<file path="config.mk">
export PLATFORM = sky130hd
export DESIGN_NAME = shrc_queue
export DESIGN_NICKNAME = d
export VERILOG_FILES = /design/src/shrc_pkg.sv /design/src/shrc_queue.sv
export SDC_FILE = /design/constraint.sdc
export NUM_CORES = 1
export LEC_CHECK = 0
export BUFFER_PORTS_ARGS = -buffer_cell sky130_fd_sc_hd__buf_2
export CAP_MARGIN = 20
export CORE_AREA = 2 2 89 91
export CTS_BUF_LIST = sky130_fd_sc_hd__clkbuf_4
export DETAILED_ROUTE_END_ITERATION = 8
export DIE_AREA = 0 0 91 93
export GPL_ROUTABILITY_DRIVEN = 0
export PLACE_DENSITY_LB_ADDON = 0.12
export RECOVER_POWER = 100
export SYNTH_ARGS = -nofsm -noshare
export SYNTH_HDL_FRONTEND = slang
export SYNTH_SLANG_ARGS = --single-unit
</file>
<file path="constraint.sdc">
create_clock -name clk_i -period 3.4 [get_ports clk_i]
set_input_delay 0.34 -clock clk_i [delete_from_list [all_inputs] [get_ports clk_i]]
set_output_delay 0.34 -clock clk_i [all_outputs]
set_load 0.01 [all_outputs]
</file>
<file path="src/shrc_pkg.sv">
// shared types and constants of the sampled hash repeat counter
`timescale 1ns / 1ps
`default_nettype none

package shrc_pkg;

  // fixed field widths
  localparam int WordW   = 64;
  localparam int TimeW   = 32;
  localparam int ExpW    = 33;
  localparam int HashW   = 16;
  localparam int BucketW = 13;
  localparam int HitsW   = 8;
  localparam int HoldW   = 16;
  localparam int LimitW  = 8;
  localparam int RegIdxW = 8;

  // configuration register indexes
  localparam logic [RegIdxW-1:0] RegHold      = 8'd0;
  localparam logic [RegIdxW-1:0] RegMailLimit = 8'd1;
  localparam logic [RegIdxW-1:0] RegPostLimit = 8'd2;

  // reset values of the configuration registers
  localparam logic [HoldW-1:0]  HoldReset      = 16'd1800;
  localparam logic [LimitW-1:0] MailLimitReset = 8'd3;
  localparam logic [LimitW-1:0] PostLimitReset = 8'd1;

  // table lookup request from the hashing front to the table back end
  typedef struct packed {
    logic             pool;
    logic [HashW-1:0] hash;
    logic [TimeW-1:0] now;
  } req_t;

  // live configuration as seen by the back end
  typedef struct packed {
    logic [HoldW-1:0]  hold;
    logic [LimitW-1:0] mail_limit;
    logic [LimitW-1:0] post_limit;
  } cfg_t;

  // back end status toward the top level
  typedef struct packed {
    logic clearing;
  } back_status_t;

endpackage

`default_nettype wire

</file>
<file path="src/shrc_queue.sv">
// two-entry request queue between front and back
`timescale 1ns / 1ps
`default_nettype none

module shrc_queue import shrc_pkg::*; (
  input  wire logic clk_i,
  input  wire logic rst_ni,
  input  wire logic push_i,
  input  wire req_t req_i,
  output logic      full_o,
  input  wire logic pop_i,
  output logic      valid_o,
  output req_t      req_o
);

  req_t       slot_q [2];
  logic       wr_q, rd_q;
  logic [1:0] cnt_q;

  assign full_o  = (cnt_q == 2'd2);
  assign valid_o = (cnt_q != 2'd0);
  assign req_o   = slot_q[rd_q];

  always_ff @(posedge clk_i) begin
    if (push_i) begin
      slot_q[wr_q] <= req_i;
    end
  end

  always_ff @(posedge clk_i or negedge rst_ni) begin
    if (!rst_ni) begin
      wr_q  <= 1'b0;
      rd_q  <= 1'b0;
      cnt_q <= 2'd0;
    end else begin
      if (push_i) begin
        wr_q <= !wr_q;
      end
      if (pop_i) begin
        rd_q <= !rd_q;
      end
      case ({push_i, pop_i})
        2'b10:   cnt_q <= cnt_q + 2'd1;
        2'b01:   cnt_q <= cnt_q - 2'd1;
        default: cnt_q <= cnt_q;
      endcase
    end
  end

endmodule

`default_nettype wire

</file>
==> impl_metrics.ini <==
[placement]
hpwlAfterDp_microns = 3890
port_buffers = 103
place_inst = 370

[timing]
final_max_slew_viol_count = 51
relSlewSlack = -0.493
fin_worst_skew_ns = 0.00841
finalHoldViolCount = 0
setup_violations = 0
fin_crit_sh = 0.786
worst_pin_slew_ns = 2.23
rsz0062_at_grt = false
setup_tns_ns = 0
post-route-min-period_ns = 2.67
max_freq_ghz = 0.374

[die]
core_region_area_sq_um = 7530
die_x_microns = 91
fp.dieArea_sq_um = 8460
die_y_microns = 93
num_rows = 32
pin_count = 104
start_util = 0.528

[routing]
drc_errors = 0
drt_iter0_drc = 62
vias = 1858
m1WireLength_microns = 2680
top_layer_used = met4
final_antenna_net_count = 0
viasPerCell = 4.81
wl_per_cell_microns = 15.8
drt-total-wl_microns = 6100
wl_met2_microns = 2970
routed-wl-met3_microns = 341
first_pass_iters = 4

[layout]
fill_cells = 646
final_layout_size_suffix_gt1_frac = 0.345
num_antenna_cells = 0
stdcell_count = 386
fin_nets = 334
area_growth_pct = 12.7

[clocking]
numCtsBuffers = 9
root_buffer = clkbuf_4
htree_levels = 3
tritoncts = built
clkTransAtPathRegs_ns = 0.14
cts_max_path_buffers = 2
clock-sinks = 102
post_cts_resize_count = 0
clk_latency_ns = 0.42

[outcome]
status = finished with violations
failed_checks = max-capacitance violations, max-slew violations

[worst_hold_path]
whs_path_depth = 1
hold_path_startpoint = req_i[12]
min_path_type = input pin to flip-flop
holdPathEnd = slot_q[1][12]

[global_route]
grt_pass1_vias = 1920
antenna_found_initial = 0
grt_pass1_wl_microns = 9360
grt-ovfl-total = 0
grt_max_degree = 51
track_usage = 0.148

[worst_setup_path]
r2r_end = slot_q[0][22]
crit_arrival_ns = 2.80
cp-end-kind = flip-flop
crit_fanout = 25
cp.required_ns = 3.53
crit_type = flip-flop to flip-flop
r2r_cells = 2
worstReg2RegStart = wr_q
critPathLaunchType = flip-flop
r2r_setup_slack_ns = 0.73

[logic_synthesis]
synth_fa_ha_area_frac = 0.00315
synth_seq_area_share = 0.765
synthMuxAreaShare = 0.185
synthSimpleGateAreaFrac = 0.00661
syn-cell-area_sq_um = 3980
ys_types = 13
synth-compound-area-share = 0
synth_xor_area_frac = 0.0110
ys_seq_elements = 102
yosysWarnings = 0
synth_cells = 169
syn_area_per_cell_sq_um = 23.5
synth_top_family_by_area = multiplexers
synth_fp_nets = 223

[power]
ir_worst_vdd_mv = 0.418
leakagePower_nw = 1.65
power_density_nw_per_um2 = 753

[job]
maxCapViolations = 2
-- synthesized netlist by cell type (all sizes together) --
master  instances  area, sq um
inv             1         3.75
xor2            3         26.3
nor2            2         7.51
mux2           49          736
xnor2           2         17.5
ha              1         12.5
and2            1         6.26
edfxtp         98         2940
buf             6          111
or2             1         6.26
dfrtp           4          100
nor2b           1         6.26
-- cells in the final DEF (no fill, tap or decap) --
master | Yosys | routed
clkbuf_4 | 0 | 10
clkinv_2 | 0 | 3
buf_2 | 0 | 79
buf_12 | 5 | 1
buf_4 | 0 | 1
xnor2_1 | 2 | 2
dlygate4sd3_1 | 0 | 1
mux2_1 | 0 | 49
and2_0 | 0 | 1
ha_1 | 1 | 1
bufinv_16 | 0 | 2
clkbuf_1 | 0 | 24
nor2_1 | 2 | 2
nor2b_1 | 1 | 1
dfrtp_2 | 0 | 1
xor2_1 | 3 | 3
inv_1 | 1 | 1
edfxtp_1 | 98 | 98
or2_2 | 1 | 1
dfrtp_1 | 4 | 3
-- registers in the layout (all words and copies together), names as in the netlist --
signal,cells
wr_q,1
slot_q,98
rd_q,1
cnt_q,2
-- cells by family after synthesis --
| logic type | count (synthesis) |
|---|---|
| XOR/XNOR | 5 |
| adder cells (fa/ha/maj) | 1 |
| buffers and inverters | 7 |
| flip-flops | 102 |
| multiplexers | 49 |
| AND/OR/NAND/NOR | 5 |
-- worst max-delay path, cell delays in order, from the launching register on --
cell,delay (ns)
dfrtp_1,0.43
nor2_1,1.65
buf_12,0.29
-- metal layers --
| metal | up-vias | global-route usage |
|---|---|---|
| li1 | 882 | - |
| met1 | 901 | 0.187 |
| met2 | 64 | 0.241 |
| met3 | 11 | 0.0346 |
| met4 | 0 | 0.0758 |
| met5 | - | 0 |
-- worst max-delay path by stage --
| stage | endpoint | start | slack, ns | cells past startpoint |
|---|---|---|---|---|
| floorplan | slot_q[0][0] | wr_q | 0.48 | 1 |
| global route | slot_q[0][22] | wr_q | 0.54 | 2 |
| global placement | req_o[17] | rd_q | 1.48 | 2 |
| finish | slot_q[0][22] | wr_q | 0.73 | 2 |
| CTS | req_o[17] | rd_q | 0.99 | 2 |
| detailed placement | req_o[17] | rd_q | 1.48 | 2 |
-- metrics by stage --
| stage | utilization | worst slack, ns | hold slack [ns] | instance area [sq um] | power (mW) |
|---|---|---|---|---|---|
| 5_1_grt | 0.596 | 0.537 | 0.0552 | 4480 | 3.56 |
| 4_1_cts | 0.625 | 0.987 | 0.0599 | 4710 | 3.72 |
| 2_1_floorplan | - | 0.482 | 0.0444 | 3980 | 2.78 |
| 3_3_place_gp | 0.604 | 1.48 | 0.151 | 4550 | 3.06 |
| 6_report | 0.596 | 0.727 | 0.0895 | 4480 | 3.38 |
| 3_5_place_dp | 0.604 | 1.48 | 0.151 | 4550 | 3.07 |
-- power breakdown --
part / internal [mW] / total [mW] / switching [mW]
sequential: 1.67 / 1.85 / 0.177
clock: 0.300 / 0.654 / 0.354
combinational: 0.417 / 0.875 / 0.458
-- area by class of cell --
class	instances	area, sq um	share of cell area
clock buffer	10	75.1	0.0167
inverter	1	3.75	0.000837
sequential	102	3040	0.679
tap	102	128	0.0285
multi-input combinational	60	634	0.142
timing repair buffer	106	523	0.117
clock inverter	5	75.1	0.0167
-- what timing repair did --
action | 4_1_cts | 5_1_grt
hold buffers | 1 | 0
hold endpoints to repair | 4 | 0
buffers inserted | 0 | 0
Power figures use the tool's default switching activity.
