[config.mk]
export PLATFORM = sky130hd
export DESIGN_NAME = shrc_front_flat
export DESIGN_NICKNAME = d
export VERILOG_FILES = /design/src/shrc_pkg.sv /design/src/shrc_ifs.sv /design/src/shrc_front.sv /design/src/flat_wrapper.sv
export SDC_FILE = /design/constraint.sdc
export NUM_CORES = 1
export LEC_CHECK = 0
export ABC_AREA = 1
export BUFFER_PORTS_ARGS = -buffer_cell sky130_fd_sc_hd__buf_2
export CAP_MARGIN = 30
export CORE_MARGIN = 5
export CORE_UTILIZATION = 45
export DETAILED_ROUTE_END_ITERATION = 12
export GPL_TIMING_DRIVEN = 0
export PLACE_DENSITY = 0.9
export SYNTH_ARGS = -nofsm -noshare
export SYNTH_HDL_FRONTEND = slang
export SYNTH_SLANG_ARGS = --single-unit
[constraint.sdc]
create_clock -name clk_i -period 1.7 [get_ports clk_i]
set_input_delay 0.17 -clock clk_i [delete_from_list [all_inputs] [get_ports clk_i]]
set_output_delay 0.17 -clock clk_i [all_outputs]
set_load 0.02 [all_outputs]
[src/shrc_pkg.sv]
// shared types and constants of the sampled hash repeat counter
`timescale 1ns / 1ps
`default_nettype none

package shrc_pkg;

  // fixed field widths
  localparam int WordW   = 64;
  localparam int TimeW   = 32;
  localparam int ExpW    = 33;
  localparam int HashW   = 16;
  localparam int BucketW = 13;
  localparam int HitsW   = 8;
  localparam int HoldW   = 16;
  localparam int LimitW  = 8;
  localparam int RegIdxW = 8;

  // configuration register indexes
  localparam logic [RegIdxW-1:0] RegHold      = 8'd0;
  localparam logic [RegIdxW-1:0] RegMailLimit = 8'd1;
  localparam logic [RegIdxW-1:0] RegPostLimit = 8'd2;

  // reset values of the configuration registers
  localparam logic [HoldW-1:0]  HoldReset      = 16'd1800;
  localparam logic [LimitW-1:0] MailLimitReset = 8'd3;
  localparam logic [LimitW-1:0] PostLimitReset = 8'd1;

  // table lookup request from the hashing front to the table back end
  typedef struct packed {
    logic             pool;
    logic [HashW-1:0] hash;
    logic [TimeW-1:0] now;
  } req_t;

  // live configuration as seen by the back end
  typedef struct packed {
    logic [HoldW-1:0]  hold;
    logic [LimitW-1:0] mail_limit;
    logic [LimitW-1:0] post_limit;
  } cfg_t;

  // back end status toward the top level
  typedef struct packed {
    logic clearing;
  } back_status_t;

endpackage

`default_nettype wire

[src/shrc_ifs.sv]
// valid/ready channel interfaces of the sampled hash repeat counter
`timescale 1ns / 1ps
`default_nettype none

interface shrc_in_if;
  logic        valid;
  logic        ready;
  logic [63:0] word;
  logic        first;
  logic        last;
  logic        pool_select;
  logic [31:0] now_seconds;

  modport source (output valid, word, first, last, pool_select, now_seconds, input ready);
  modport sink (input valid, word, first, last, pool_select, now_seconds, output ready);
endinterface


`default_nettype wire

[src/shrc_front.sv]
// hashing front: sampled xor fold behind a two-word delay line
`timescale 1ns / 1ps
`default_nettype none

module shrc_front import shrc_pkg::*; #(
  parameter int SAMPLE_STRIDE = 3
) (
  input  wire logic    clk_i,
  input  wire logic    rst_ni,
  shrc_in_if.sink      in_i,
  input  wire logic    hold_i,
  input  wire logic    full_i,
  output logic         push_o,
  output req_t         req_o
);

  localparam int PhW = (SAMPLE_STRIDE > 1) ? $clog2(SAMPLE_STRIDE) : 1;
  localparam logic [PhW-1:0] PhLast = PhW'(SAMPLE_STRIDE - 1);

  logic [WordW-1:0] hash_q, hash_d;
  logic [WordW-1:0] dly0_q, dly0_d;
  logic [WordW-1:0] dly1_q, dly1_d;
  logic [PhW-1:0]   phase_q, phase_d;
  logic [1:0]       seen_q, seen_d;
  logic             accept;

  assign in_i.ready = !hold_i && !full_i;
  assign accept     = in_i.valid && in_i.ready;

  always_comb begin
    logic [WordW-1:0] h;
    logic [WordW-1:0] d1;
    logic [PhW-1:0]   ph;
    logic [1:0]       sn;
    h  = in_i.first ? '0 : hash_q;
    d1 = in_i.first ? '0 : dly0_q;
    ph = in_i.first ? '0 : phase_q;
    sn = in_i.first ? '0 : seen_q;
    // the oldest held word is known not to be one of the final two
    if (sn == 2'd2) begin
      if (ph == '0) begin
        h = h ^ (in_i.first ? '0 : dly1_q);
      end
      ph = (ph == PhLast) ? '0 : ph + 1'b1;
    end
    hash_d  = h;
    dly1_d  = d1;
    dly0_d  = in_i.word;
    phase_d = ph;
    seen_d  = (sn == 2'd2) ? sn : sn + 2'd1;
    push_o  = accept && in_i.last;
    req_o.pool = in_i.pool_select;
    req_o.hash = h[HashW-1:0];
    req_o.now  = in_i.now_seconds;
    // message state restarts after the last word
    if (in_i.last) begin
      hash_d  = '0;
      dly0_d  = '0;
      dly1_d  = '0;
      phase_d = '0;
      seen_d  = '0;
    end
  end

  always_ff @(posedge clk_i or negedge rst_ni) begin
    if (!rst_ni) begin
      hash_q  <= '0;
      dly0_q  <= '0;
      dly1_q  <= '0;
      phase_q <= '0;
      seen_q  <= '0;
    end else if (accept) begin
      hash_q  <= hash_d;
      dly0_q  <= dly0_d;
      dly1_q  <= dly1_d;
      phase_q <= phase_d;
      seen_q  <= seen_d;
    end
  end

endmodule

`default_nettype wire

[src/flat_wrapper.sv]
// flat-port wrapper written by rule: the top's interface ports become plain ports
module shrc_front_flat import shrc_pkg::*;
#(
  parameter int SAMPLE_STRIDE = 3
)
  (clk_i, rst_ni, hold_i, full_i, push_o, req_o, in_i_valid, in_i_word, in_i_first, in_i_last, in_i_pool_select, in_i_now_seconds, in_i_ready);
  shrc_in_if in_i_i ();
  input  wire logic clk_i;
  input  wire logic rst_ni;
  input  wire logic hold_i;
  input  wire logic full_i;
  output logic push_o;
  output req_t req_o;
  input wire logic [$bits(in_i_i.valid)-1:0] in_i_valid;
  input wire logic [$bits(in_i_i.word)-1:0] in_i_word;
  input wire logic [$bits(in_i_i.first)-1:0] in_i_first;
  input wire logic [$bits(in_i_i.last)-1:0] in_i_last;
  input wire logic [$bits(in_i_i.pool_select)-1:0] in_i_pool_select;
  input wire logic [$bits(in_i_i.now_seconds)-1:0] in_i_now_seconds;
  output wire logic [$bits(in_i_i.ready)-1:0] in_i_ready;
  assign in_i_i.valid = in_i_valid;
  assign in_i_i.word = in_i_word;
  assign in_i_i.first = in_i_first;
  assign in_i_i.last = in_i_last;
  assign in_i_i.pool_select = in_i_pool_select;
  assign in_i_i.now_seconds = in_i_now_seconds;
  assign in_i_ready = in_i_i.ready;
  shrc_front #(.SAMPLE_STRIDE(SAMPLE_STRIDE)) u_core (.clk_i(clk_i), .rst_ni(rst_ni), .in_i(in_i_i), .hold_i(hold_i), .full_i(full_i), .push_o(push_o), .req_o(req_o));
endmodule
==> results.py, run 1 <==
metrics = {
    "routing": {
        "drc": 0,
        "dr.first_iter.drc_count": 260,
        "dr_pass1_iterations": 5,
        "dr_total_vias": 3004,
        "finalWirelength_um": 9023,
        "detail_route.wl_per_cell_um": 16.50,
        "via_per_inst": 5.492,
        "drtAntennaViolNets": 0,
    },
    "sta": {
        "tns_ns": -2.581,
        "timing.final.ws_setup_ns": -0.1989,
        "finalMaxSlewViolations": 0,
        "report.final.setup_viol": 16,
        "finalCriticalPeriod_ns": 1.899,
        "final.hold.worst_slack_ns": 0.06229,
        "skew_ns": 0.01644,
        "fmaxAchievable_mhz": 526.6,
        "final-hold-violation-count": 0,
        "max_slew_margin_pct": 54.16,
        "max_slew.worst_pin.slew_ns": 0.6877,
        "period_utilization_post_route_pct": 111.7,
        "grt_setup_unrepaired": "yes",
    },
    "hold_path": {
        "hp-start": "in_i_word[15]",
        "min-delay-path-class": "input pin to flip-flop",
        "hold-path-endpoint": "u_core.dly0_q[15]",
        "worstHoldPathCells": 2,
    },
    "logic_synthesis": {
        "synth_sequential_area_ratio_pct": 44.27,
        "yosys_warnings": 0,
        "synth_cell_types": 19,
        "syn_nets": 466,
        "postSynthRegisterBits": 52,
        "cell_area_after_synthesis_um2": 2939,
        "area_contributors_post_synth": "sky130_fd_sc_hd__dfrtp_1, sky130_fd_sc_hd__nand2_1, sky130_fd_sc_hd__buf_4",
        "postSynth.asyncResetShare_pct": 100.0,
        "synth_top_area_cell": "sky130_fd_sc_hd__dfrtp_1",
        "synth_enable_flop_cells": 0,
        "synthesis.instances": 360,
        "post_synth_most_frequent_cells": "sky130_fd_sc_hd__nand2_1, sky130_fd_sc_hd__dfrtp_1, sky130_fd_sc_hd__nand3_1, sky130_fd_sc_hd__buf_4, sky130_fd_sc_hd__inv_1",
        "synth_most_common_cell": "sky130_fd_sc_hd__nand2_1",
        "synth.avg_cell_area_um2": 8.164,
        "synth_top_flop_cell": "sky130_fd_sc_hd__dfrtp_1",
        "synth_top_area_share_pct": 44.27,
    },
    "global_routing": {
        "grt_antenna_before_repair": 0,
        "grt_pass1_vias": 2873,
        "first_pass_grt_wire_length_um": 13270,
        "global_router_s_overall_resource_usage_pct": 19.32,
        "maximum_number_of_pins_on_one_net_before_global_route_repair": 30,
        "grt_remaining_overflow": 0,
    },
    "setup_path": {
        "max_stage_delay_ns": 0.36,
        "dominant_delay_contributor_by_cell_family_on_the_critical_path": "buffers and inverters",
        "regToRegSetupSlack_ns": 0.04,
        "startpoint_type": "flip-flop",
        "standard_cell_with_the_maximum_stage_delay_on_the_critical_path": "sky130_fd_sc_hd__dfrtp_1",
        "critical_path_peak_fanout": 5,
        "critical_path_class": "flip-flop to output pin",
        "cp_data_arrival_time_ns": 1.73,
        "worstReg2RegStart": "u_core.seen_q[0]",
        "r2r.worst_path.cells": 11,
        "endpoint_kind": "output pin",
        "crit_chain": "inv_2 -> nor2_4 -> ha_4 -> buf_6 -> buf_16 -> nand3_1 -> nand2_1 -> nand2_1 -> inv_2 -> buf_6",
        "crit_required_ns": 1.53,
        "reg2reg_end": "u_core.hash_q[13]",
        "worst-path-buf-inv": 5,
    },
    "flow_run": {
        "maxCapViolCount": 0,
    },
    "placed_design": {
        "pre_cts_slack_ns": -0.1854,
        "placement.io_buffers": 72,
        "placement.cell_area_um2": 3423,
        "hpwlAfterDp_um": 5419,
        "globalplace.congestion": 0.8121,
    },
    "layout": {
        "area.sequential_um2": 1303,
        "flow.area_growth_from_synthesis_pct": 41.89,
        "final_nets": 575,
        "multiInputGateArea_um2": 1305,
        "finish.instance_area_um2": 4170,
        "num-fill-cells": 459,
        "post_route_cells_drive_above_1_share_pct": 47.02,
        "insertedDiodeCount": 0,
    },
    "power": {
        "p_sw_share_pct": 31.52,
        "p_sw_uw": 908.8,
        "clockPowerShare_pct": 27.2,
        "seq_power_share_pct": 48.3,
        "power.leakage_nw": 2.169,
        "pwr-share-comb_pct": 24.4,
        "powerDensity_nw_per_um2": 691.5,
        "max-vdd-ir-drop_mv": 0.6684,
        "cell_internal_pwr_mw": 1.975,
    },
    "clock_tree": {
        "path_clk_slew_ns": 0.12,
        "max-clock-path-buffers": 2,
        "numClockSinks": 52,
        "clk-insertion-delay-late_ns": 0.33,
        "htree_levels": 2,
        "cts.root.buffer_cell": "sky130_fd_sc_hd__clkbuf_8",
        "cts_tree": "done",
        "cts-buffers-inserted": 5,
    },
    "die": {
        "rows": 29,
        "die_width_um": 90.82,
        "core_region_area_um2": 6350,
        "start_util_pct": 46.29,
        "die_area_um2": 8247,
        "design.portCount": 155,
        "die-height_um": 90.82,
    },
    "outcome": {
        "result_of_the_run": "complete, but fails checks",
        "failed_checks": "setup timing",
    },
}
-- routing by layer --
metal	track usage, %	wire, um	vias to the layer above
met5	0	0	-
met4	9.902	358	0
met3	4.833	841	44
met2	34.56	4620	215
met1	20.86	3203	1395
li1	-	-	1350
-- state kept, by name, indices dropped and copies added (netlist names) --
register	count
u_core.dly0_q	16
u_core.dly1_q	16
u_core.hash_q	16
u_core.phase_q	2
u_core.seen_q	2
-- cell families after synthesis --
| family | after synthesis | synth area share [%] |
|---|---|---|
| flops | 52 | 44.27 |
| buf+inv | 92 | 18.56 |
| simple gates | 176 | 27.29 |
| fa+ha+maj | 2 | 0.8513 |
| compound gates | 38 | 9.025 |
-- power groups by stage --
| stage | Clock [mW] | Sequential, mW | Combinational [mW] |
|---|---|---|---|
| 6_report | 0.785 | 1.39 | 0.704 |
| 5_1_grt | 0.841 | 1.40 | 0.753 |
| 4_1_cts | 0.778 | 1.39 | 0.606 |
| 3_5_place_dp | 0 | 1.41 | 0.515 |
| 3_3_place_gp | 0 | 1.41 | 0.490 |
| 2_1_floorplan | 0 | 1.40 | 0.349 |
-- repair_timing --
item	4_1_cts	5_1_grt
setup endpoints to repair	16	17
hold buffers	1	0
cloned	3	1
pin swaps	16	34
gates resized for setup	51	69
setup buffers	18	7
endpoints found under the hold margin	28	0
-- through the flow --
step	std cells	utilization [%]	power, mW
2_1_floorplan	360	-	1.744
3_3_place_gp	509	53.48	1.895
3_5_place_dp	510	53.91	1.928
4_1_cts	540	60.93	2.772
5_1_grt	547	65.67	2.998
6_report	547	65.67	2.884
-- layout by cell type (no fill, tap or decap), types with 8 or more instances in the layout --
| cell | count |
|---|---|
| sky130_fd_sc_hd__nand2_2 | 21 |
| sky130_fd_sc_hd__inv_2 | 15 |
| sky130_fd_sc_hd__nand3_4 | 8 |
| sky130_fd_sc_hd__buf_2 | 62 |
| sky130_fd_sc_hd__buf_6 | 27 |
| sky130_fd_sc_hd__inv_1 | 23 |
| sky130_fd_sc_hd__buf_4 | 57 |
| sky130_fd_sc_hd__nor2_1 | 17 |
| sky130_fd_sc_hd__dfrtp_1 | 51 |
| sky130_fd_sc_hd__nand3_1 | 35 |
| sky130_fd_sc_hd__a22o_1 | 17 |
| sky130_fd_sc_hd__o21ai_0 | 17 |
| sky130_fd_sc_hd__nand2_1 | 66 |
| sky130_fd_sc_hd__nand4_1 | 17 |
-- layout make-up --
| class | instances | area share, % |
|---|---|---|
| multi-input combinational | 216 | 31.29 |
| sequential | 52 | 31.23 |
| timing repair buffer | 102 | 18.42 |
| buffer | 54 | 10.98 |
| inverter | 38 | 3.420 |
| tap | 77 | 2.310 |
| clock buffer | 5 | 1.650 |
| clock inverter | 3 | 0.6901 |
-- worst max-delay path by stage --
stage | from | end | slack, ns | depth (start not counted)
2_1_floorplan | in_i_first | req_o[47] | 0.11 | 10
3_3_place_gp | in_i_first | req_o[39] | -0.17 | 12
3_5_place_dp | in_i_first | req_o[41] | -0.19 | 12
4_1_cts | u_core.seen_q[1] | req_o[39] | -0.10 | 10
5_1_grt | u_core.seen_q[0] | req_o[39] | -0.27 | 8
6_report | u_core.seen_q[1] | req_o[34] | -0.20 | 10
-- worst reg2reg max path, cell delays in order (launching register included) --
cell and delay (ns):
sky130_fd_sc_hd__dfrtp_1 0.40, sky130_fd_sc_hd__nand2_2 0.11, sky130_fd_sc_hd__ha_4 0.20, sky130_fd_sc_hd__buf_12 0.14, sky130_fd_sc_hd__buf_8 0.14, sky130_fd_sc_hd__nand3_2 0.06, sky130_fd_sc_hd__nand2_2 0.06, sky130_fd_sc_hd__buf_6 0.11
sky130_fd_sc_hd__buf_4 0.12, sky130_fd_sc_hd__buf_4 0.13, sky130_fd_sc_hd__nand3_2 0.05, sky130_fd_sc_hd__nand2_1 0.07
(Power assumes the default switching activity.)
==> run 2, diff against run 1 <==
- ABC_AREA: 1 -> default
- CORE_UTILIZATION: 45 -> 46
- PLACE_DENSITY: 0.9 -> 0.91
==> results.py, run 2 <==
metrics = {
    "global_routing": {
        "first_pass_grt_wire_length_um": 14010,
        "global_router_s_overall_resource_usage_pct": 20.01,
        "grt_pass1_vias": 2875,
        "grt_antenna_before_repair": 0,
        "grt_remaining_overflow": 0,
        "maximum_number_of_pins_on_one_net_before_global_route_repair": 28,
    },
    "setup_path": {
        "startpoint_type": "flip-flop",
        "worst-path-buf-inv": 4,
        "endpoint_kind": "output pin",
        "standard_cell_with_the_maximum_stage_delay_on_the_critical_path": "sky130_fd_sc_hd__or4b_4",
        "r2r.worst_path.cells": 8,
        "path_depth": 8,
        "crit_start": "u_core.seen_q[1]",
        "max_stage_delay_ns": 0.49,
        "regToRegSetupSlack_ns": -0.20,
        "setup.worst_path.end": "req_o[41]",
        "worstReg2RegStart": "u_core.seen_q[1]",
        "critical_path_class": "flip-flop to output pin",
        "crit_required_ns": 1.53,
        "critical_path_peak_fanout": 6,
        "most_prevalent_standard_cell_on_the_critical_path": "sky130_fd_sc_hd__buf_12",
        "cp_data_arrival_time_ns": 2.15,
        "dominant_delay_contributor_by_cell_family_on_the_critical_path": "simple AND/OR/NAND/NOR gates",
        "crit_chain": "nand2b_4 -> inv_2 -> ha_4 -> or4b_4 -> buf_12 -> buf_12 -> o31ai_4 -> buf_6",
        "reg2reg_end": "u_core.hash_q[9]",
    },
    "logic_synthesis": {
        "synth_enable_flop_cells": 0,
        "synth_top_flop_cell": "sky130_fd_sc_hd__dfrtp_1",
        "synth_sequential_area_ratio_pct": 42.41,
        "synth.avg_cell_area_um2": 8.918,
        "post_synth_most_frequent_cells": "sky130_fd_sc_hd__nand2_1, sky130_fd_sc_hd__dfrtp_1, sky130_fd_sc_hd__buf_4, sky130_fd_sc_hd__nand3_1, sky130_fd_sc_hd__o21ai_1",
        "synth_top_area_share_pct": 42.41,
        "cell_area_after_synthesis_um2": 3068,
        "synth_most_common_cell": "sky130_fd_sc_hd__nand2_1",
        "area_contributors_post_synth": "sky130_fd_sc_hd__dfrtp_1, sky130_fd_sc_hd__buf_4, sky130_fd_sc_hd__o31ai_2",
        "yosys_warnings": 0,
        "synth_cell_types": 25,
        "postSynthRegisterBits": 52,
        "postSynth.asyncResetShare_pct": 100.0,
        "syn_nets": 450,
        "synthesis.instances": 344,
        "synth_top_area_cell": "sky130_fd_sc_hd__dfrtp_1",
    },
    "layout": {
        "area.sequential_um2": 1301,
        "final_common_cell": "sky130_fd_sc_hd__buf_2",
        "flow.area_growth_from_synthesis_pct": 34.46,
        "post_route_cells_drive_above_1_share_pct": 38.80,
        "final_cells": 510,
        "num-fill-cells": 515,
        "insertedDiodeCount": 0,
        "layout_common_cells": "sky130_fd_sc_hd__buf_2, sky130_fd_sc_hd__nand2_1, sky130_fd_sc_hd__dfrtp_1, sky130_fd_sc_hd__buf_4, sky130_fd_sc_hd__nand3_1",
        "layout_top_registers": "u_core.dly0_q: 16 flops, u_core.dly1_q: 16 flops, u_core.hash_q: 16 flops",
        "final_nets": 538,
        "multiInputGateArea_um2": 1582,
    },
    "clock_tree": {
        "cts_tree": "done",
        "path_clk_slew_ns": 0.09,
        "numClockSinks": 52,
        "cts.root.buffer_cell": "sky130_fd_sc_hd__clkbuf_8",
        "max-clock-path-buffers": 2,
        "cts-buffers-inserted": 5,
        "htree_levels": 2,
        "clk-insertion-delay-late_ns": 0.31,
    },
    "routing": {
        "dr.first_iter.drc_count": 171,
        "dr_pass1_iterations": 5,
        "finalWirelength_um": 8251,
        "drc": 0,
        "detail_route.wl_per_cell_um": 16.18,
        "dr_total_vias": 2848,
        "via_per_inst": 5.584,
        "drtAntennaViolNets": 0,
    },
    "sta": {
        "period_utilization_post_route_pct": 136.5,
        "skew_ns": 0.005583,
        "max_slew.worst_pin.slew_ns": 0.7396,
        "timing.final.ws_setup_ns": -0.6197,
        "max_slew_margin_pct": 50.56,
        "finalCriticalPeriod_ns": 2.320,
        "final.hold.worst_slack_ns": 0.08790,
        "grt_setup_unrepaired": "yes",
        "report.final.setup_viol": 32,
        "fmaxAchievable_mhz": 431.1,
        "final-hold-violation-count": 0,
        "finalMaxSlewViolations": 0,
    },
    "power": {
        "p_sw_mw": 1.245,
        "seq_power_share_pct": 47.6,
        "pwr-share-comb_pct": 31.7,
        "max-vdd-ir-drop_mv": 0.5676,
        "power.leakage_nw": 1.839,
        "clockPowerShare_pct": 20.7,
        "cell_internal_pwr_mw": 2.303,
        "powerDensity_nw_per_um2": 860.0,
        "p_sw_share_pct": 35.08,
    },
    "die": {
        "core_region_area_um2": 6422,
        "die-height_um": 91.67,
        "start_util_pct": 47.77,
        "die_width_um": 91.67,
        "die_area_um2": 8402,
        "design.portCount": 155,
        "rows": 29,
    },
    "outcome": {
        "failed_checks": "setup timing",
        "result_of_the_run": "complete, but fails checks",
    },
    "placed_design": {
        "hpwlAfterDp_um": 6112,
        "placement.io_buffers": 73,
        "post-place-cells": 495,
        "globalplace.congestion": 0.8479,
    },
    "flow_run": {
        "maxCapViolCount": 0,
    },
    "hold_path": {
        "min-delay-path-class": "input pin to flip-flop",
    },
}
==> run 2: how the worst min path moves through the flow <==
stage                             start                end  slack (ns)  cells after the start
after floorplan                  rst_ni   u_core.dly0_q[0]       -0.13                      0
after global placement     in_i_word[4]   u_core.dly0_q[4]        0.41                      3
after detailed placement         rst_ni   u_core.dly1_q[7]        0.21                      1
after CTS                 in_i_word[12]  u_core.dly0_q[12]        0.08                      3
after global routing      in_i_word[12]  u_core.dly0_q[12]        0.09                      3
final                     in_i_word[12]  u_core.dly0_q[12]        0.09                      3
==> run 2: repair_timing <==
action | in CTS | in global routing
setup endpoints to repair | 31 | 33
endpoints found under the hold margin | 25 | 0
pin swaps | 4 | 12
gates resized for setup | 38 | 12
hold buffers | 1 | 0
setup buffers | 5 | 1
gates cloned | 2 | 0
==> run 2: per-stage QoR <==
stage	total power, mW	setup WS (ns)	setup TNS [ns]	instance area (um^2)	utilization [%]
after global placement	2.623	-0.5507	-11.65	3750	58.39
after floorplan	2.392	-0.1948	-2.807	3288	-
final	3.548	-0.6197	-11.41	4125	64.23
after CTS	3.519	-0.6287	-11.30	4085	63.61
after detailed placement	2.703	-0.5634	-13.08	3770	58.70
after global routing	3.741	-0.6753	-13.32	4125	64.23
==> run 2: power by group through the flow <==
stage	registers [mW]	clock network, mW	logic [mW]
2_1_floorplan	1.65	0	0.744
3_3_place_gp	1.68	0	0.947
3_5_place_dp	1.70	0	0.999
4_1_cts	1.68	0.737	1.10
5_1_grt	1.72	0.796	1.23
6_report	1.69	0.735	1.12
==> run 2: per-layer routing <==
metal	GRT usage, %	vias to the layer above	part of all wire (%)
met5	0	-	0
met4	6.784	0	2.0
met3	4.664	17	7.6
met2	32.93	141	49
met1	25.98	1343	41
li1	-	1347	-
==> run 2: cell families after synthesis <==
kind of cell / Yosys count / share of synthesized area (%)
DFF: 52 / 42.41
buffers and inverters: 74 / 13.99
adders and majority gates: 2 / 0.8155
and+or+nand+nor: 130 / 22.92
AOI/OAI and AO/OA: 86 / 19.86
==> run 2: layout make-up <==
| type | count | share of cell area (%) |
|---|---|---|
| buffer | 54 | 9.797 |
| clock buffer | 8 | 2.184 |
| inverter | 18 | 1.638 |
| multi-input combinational | 218 | 38.34 |
| sequential | 52 | 31.54 |
| tap | 77 | 2.335 |
| timing repair buffer | 83 | 14.16 |
==> run 2: worst min-delay path, cell delays in order <==
cell                      delay, ns
sky130_fd_sc_hd__buf_2         0.09
sky130_fd_sc_hd__nand2_1       0.05
sky130_fd_sc_hd__o21ai_1       0.05
==> run 3, diff against run 2 <==
- CORE_UTILIZATION: 46 -> 50
- PLACE_DENSITY: 0.91 -> 0.95
- clock period: 1.7 -> 2.8 ns (I/O delays scaled with it)
==> results.py, run 3 (synthesis results as in run 2) <==
metrics = {
    "placed_design": {
        "hpwlAfterDp_um": 5821,
        "pre_cts_slack_ns": -0.03544,
        "placement.cell_area_um2": 3547,
        "post-place-cells": 493,
        "placement.io_buffers": 73,
        "globalplace.congestion": 0.8027,
    },
    "power": {
        "power.leakage_nw": 1.732,
        "powerDensity_nw_per_um2": 561.5,
        "max-vdd-ir-drop_mv": 0.3366,
        "p_total_mw": 2.058,
    },
    "layout": {
        "post_route_cells_drive_above_1_share_pct": 34.19,
        "final_cells": 502,
        "area.sequential_um2": 1301,
        "final_core_utilization_pct": 61.55,
        "layout_top_registers": "u_core.dly0_q: 16 flops, u_core.dly1_q: 16 flops, u_core.hash_q: 16 flops",
        "layout_common_cells": "sky130_fd_sc_hd__buf_2, sky130_fd_sc_hd__nand2_1, sky130_fd_sc_hd__dfrtp_1, sky130_fd_sc_hd__buf_4, sky130_fd_sc_hd__nand3_1",
        "insertedDiodeCount": 0,
        "final_nets": 532,
        "num-fill-cells": 494,
        "final_common_cell": "sky130_fd_sc_hd__buf_2",
        "finish.instance_area_um2": 3666,
        "flow.area_growth_from_synthesis_pct": 19.49,
        "multiInputGateArea_um2": 1338,
    },
    "clock_tree": {
        "cts_tree": "done",
        "path_clk_slew_ns": 0.09,
        "numClockSinks": 52,
        "clk-insertion-delay-late_ns": 0.31,
        "postCtsSetupBuffers": 0,
        "htree_levels": 2,
        "max-clock-path-buffers": 2,
        "cts-buffers-inserted": 5,
        "cts.root.buffer_cell": "sky130_fd_sc_hd__clkbuf_8",
    },
    "routing": {
        "detail_route.wirelength.met1_um": 3024,
        "met2_wirelength_um": 3873,
        "top_layer_used": "met4",
        "dr_wl_met3_um": 699,
        "detail_route.wl_per_cell_um": 15.43,
        "drtAntennaViolNets": 0,
        "dr.first_iter.drc_count": 355,
        "dr_total_vias": 2859,
        "finalWirelength_um": 7748,
        "dr_pass1_iterations": 5,
        "drc": 0,
        "via_per_inst": 5.695,
    },
    "hold_path": {
        "min-delay-path-class": "input pin to flip-flop",
        "worstHoldPathCells": 3,
    },
    "sta": {
        "max_slew_margin_pct": 44.41,
        "period_utilization_post_route_pct": 95.09,
        "finalMaxSlewViolations": 0,
        "skew_ns": 0.004222,
        "finalCriticalPeriod_ns": 2.663,
        "grt_setup_unrepaired": "no",
        "max_slew.worst_pin.slew_ns": 0.8317,
        "report.final.setup_viol": 0,
        "final-hold-violation-count": 0,
        "fmaxAchievable_mhz": 375.6,
        "timing.final.ws_setup_ns": 0.1375,
    },
    "global_routing": {
        "maximum_number_of_pins_on_one_net_before_global_route_repair": 32,
        "grt_pass1_vias": 2691,
        "first_pass_grt_wire_length_um": 12290,
        "grt_remaining_overflow": 0,
        "global_router_s_overall_resource_usage_pct": 20.04,
        "grt_antenna_before_repair": 0,
    },
    "die": {
        "die-height_um": 88.33,
        "design.portCount": 155,
        "start_util_pct": 51.51,
        "die_width_um": 88.33,
        "die_area_um2": 7802,
        "core_region_area_um2": 5956,
        "rows": 28,
    },
    "setup_path": {
        "r2r.worst_path.cells": 6,
        "endpoint_kind": "output pin",
        "cp_data_arrival_time_ns": 2.38,
        "startpoint_type": "input pin",
        "critical_path_peak_fanout": 10,
        "critical_path_class": "input pin to output pin",
        "crit_required_ns": 2.52,
    },
    "outcome": {
        "result_of_the_run": "complete, no violations",
    },
    "flow_run": {
        "maxCapViolCount": 0,
    },
}
## run 3: cell count changes in the layout (fill, tap and decap cells not counted), moves of 2 or more
cell / previous run / this run
sky130_fd_sc_hd__o21ai_4: 4 / 0
sky130_fd_sc_hd__o21ai_1: 13 / 25
sky130_fd_sc_hd__buf_16: 2 / 0
sky130_fd_sc_hd__buf_4: 43 / 33
sky130_fd_sc_hd__o31ai_2: 0 / 16
sky130_fd_sc_hd__buf_2: 60 / 77
sky130_fd_sc_hd__buf_6: 13 / 3
sky130_fd_sc_hd__o31ai_4: 16 / 0
sky130_fd_sc_hd__buf_12: 4 / 1
sky130_fd_sc_hd__o21ai_2: 12 / 4
## run 3: final timing paths
check / from / endpoint / slack (ns)
min: in_i_word[12] / u_core.dly0_q[12] / 0.19
max in group asynchronous: rst_ni / u_core.seen_q[0] / 1.78
max reg2reg: u_core.seen_q[0] / u_core.hash_q[5] / 0.77
min in group asynchronous: rst_ni / u_core.hash_q[1] / 0.47
min reg2reg: u_core.dly0_q[7] / u_core.dly0_q[7] / 0.49
max: in_i_first / req_o[37] / 0.14
## run 3: area by class of cell
class | count | share of cell area [%]
Clock inverter | 2 | 0.9556
Timing Repair Buffer | 75 | 10.78
Clock buffer | 6 | 1.980
Multi-Input combinational cell | 218 | 36.48
Inverter | 18 | 1.843
Tap cell | 75 | 2.560
Sequential cell | 52 | 35.49
Buffer | 56 | 9.898
## run 3: routing by layer
layer	up-vias	global-route usage [%]
li1	1334	-
met1	1356	25.55
met2	151	32.90
met3	18	4.283
met4	0	8.791
met5	-	0
## run 3: timing repair
| item | CTS | global route |
|---|---|---|
| endpoints found under the setup margin | 2 | 0 |
| endpoints found under the hold margin | 21 | 0 |
| resized for setup | 1 | 0 |
| hold buffers | 1 | 0 |
## run 3: worst max-delay path, cell delays in order
cell	delay [ns]
sky130_fd_sc_hd__buf_2	0.14
sky130_fd_sc_hd__clkbuf_2	0.21
sky130_fd_sc_hd__nand2b_1	0.20
sky130_fd_sc_hd__inv_1	0.06
sky130_fd_sc_hd__ha_1	0.23
sky130_fd_sc_hd__or4b_4	0.50
sky130_fd_sc_hd__buf_6	0.16
sky130_fd_sc_hd__buf_6	0.16
sky130_fd_sc_hd__o31ai_2	0.23
sky130_fd_sc_hd__buf_2	0.21
## run 3: power by group
group / total, mW / internal (mW) / leakage, nW / switching [mW]
clock network: 0.517 / 0.266 / 0.0552 / 0.251
registers: 0.999 / 0.872 / 0.697 / 0.127
logic: 0.543 / 0.237 / 0.979 / 0.305
total: 2.06 / 1.37 / 1.73 / 0.684
## run 3: through the flow
| stage | hold WS (ns) | TNS (ns) |
|---|---|---|
| CTS | 0.1919 | 0 |
| global placement | 0.4694 | 0 |
| finish | 0.1940 | 0 |
| floorplan | -0.01559 | 0 |
| detailed placement | 0.2784 | -0.04284 |
| global route | 0.1918 | 0 |
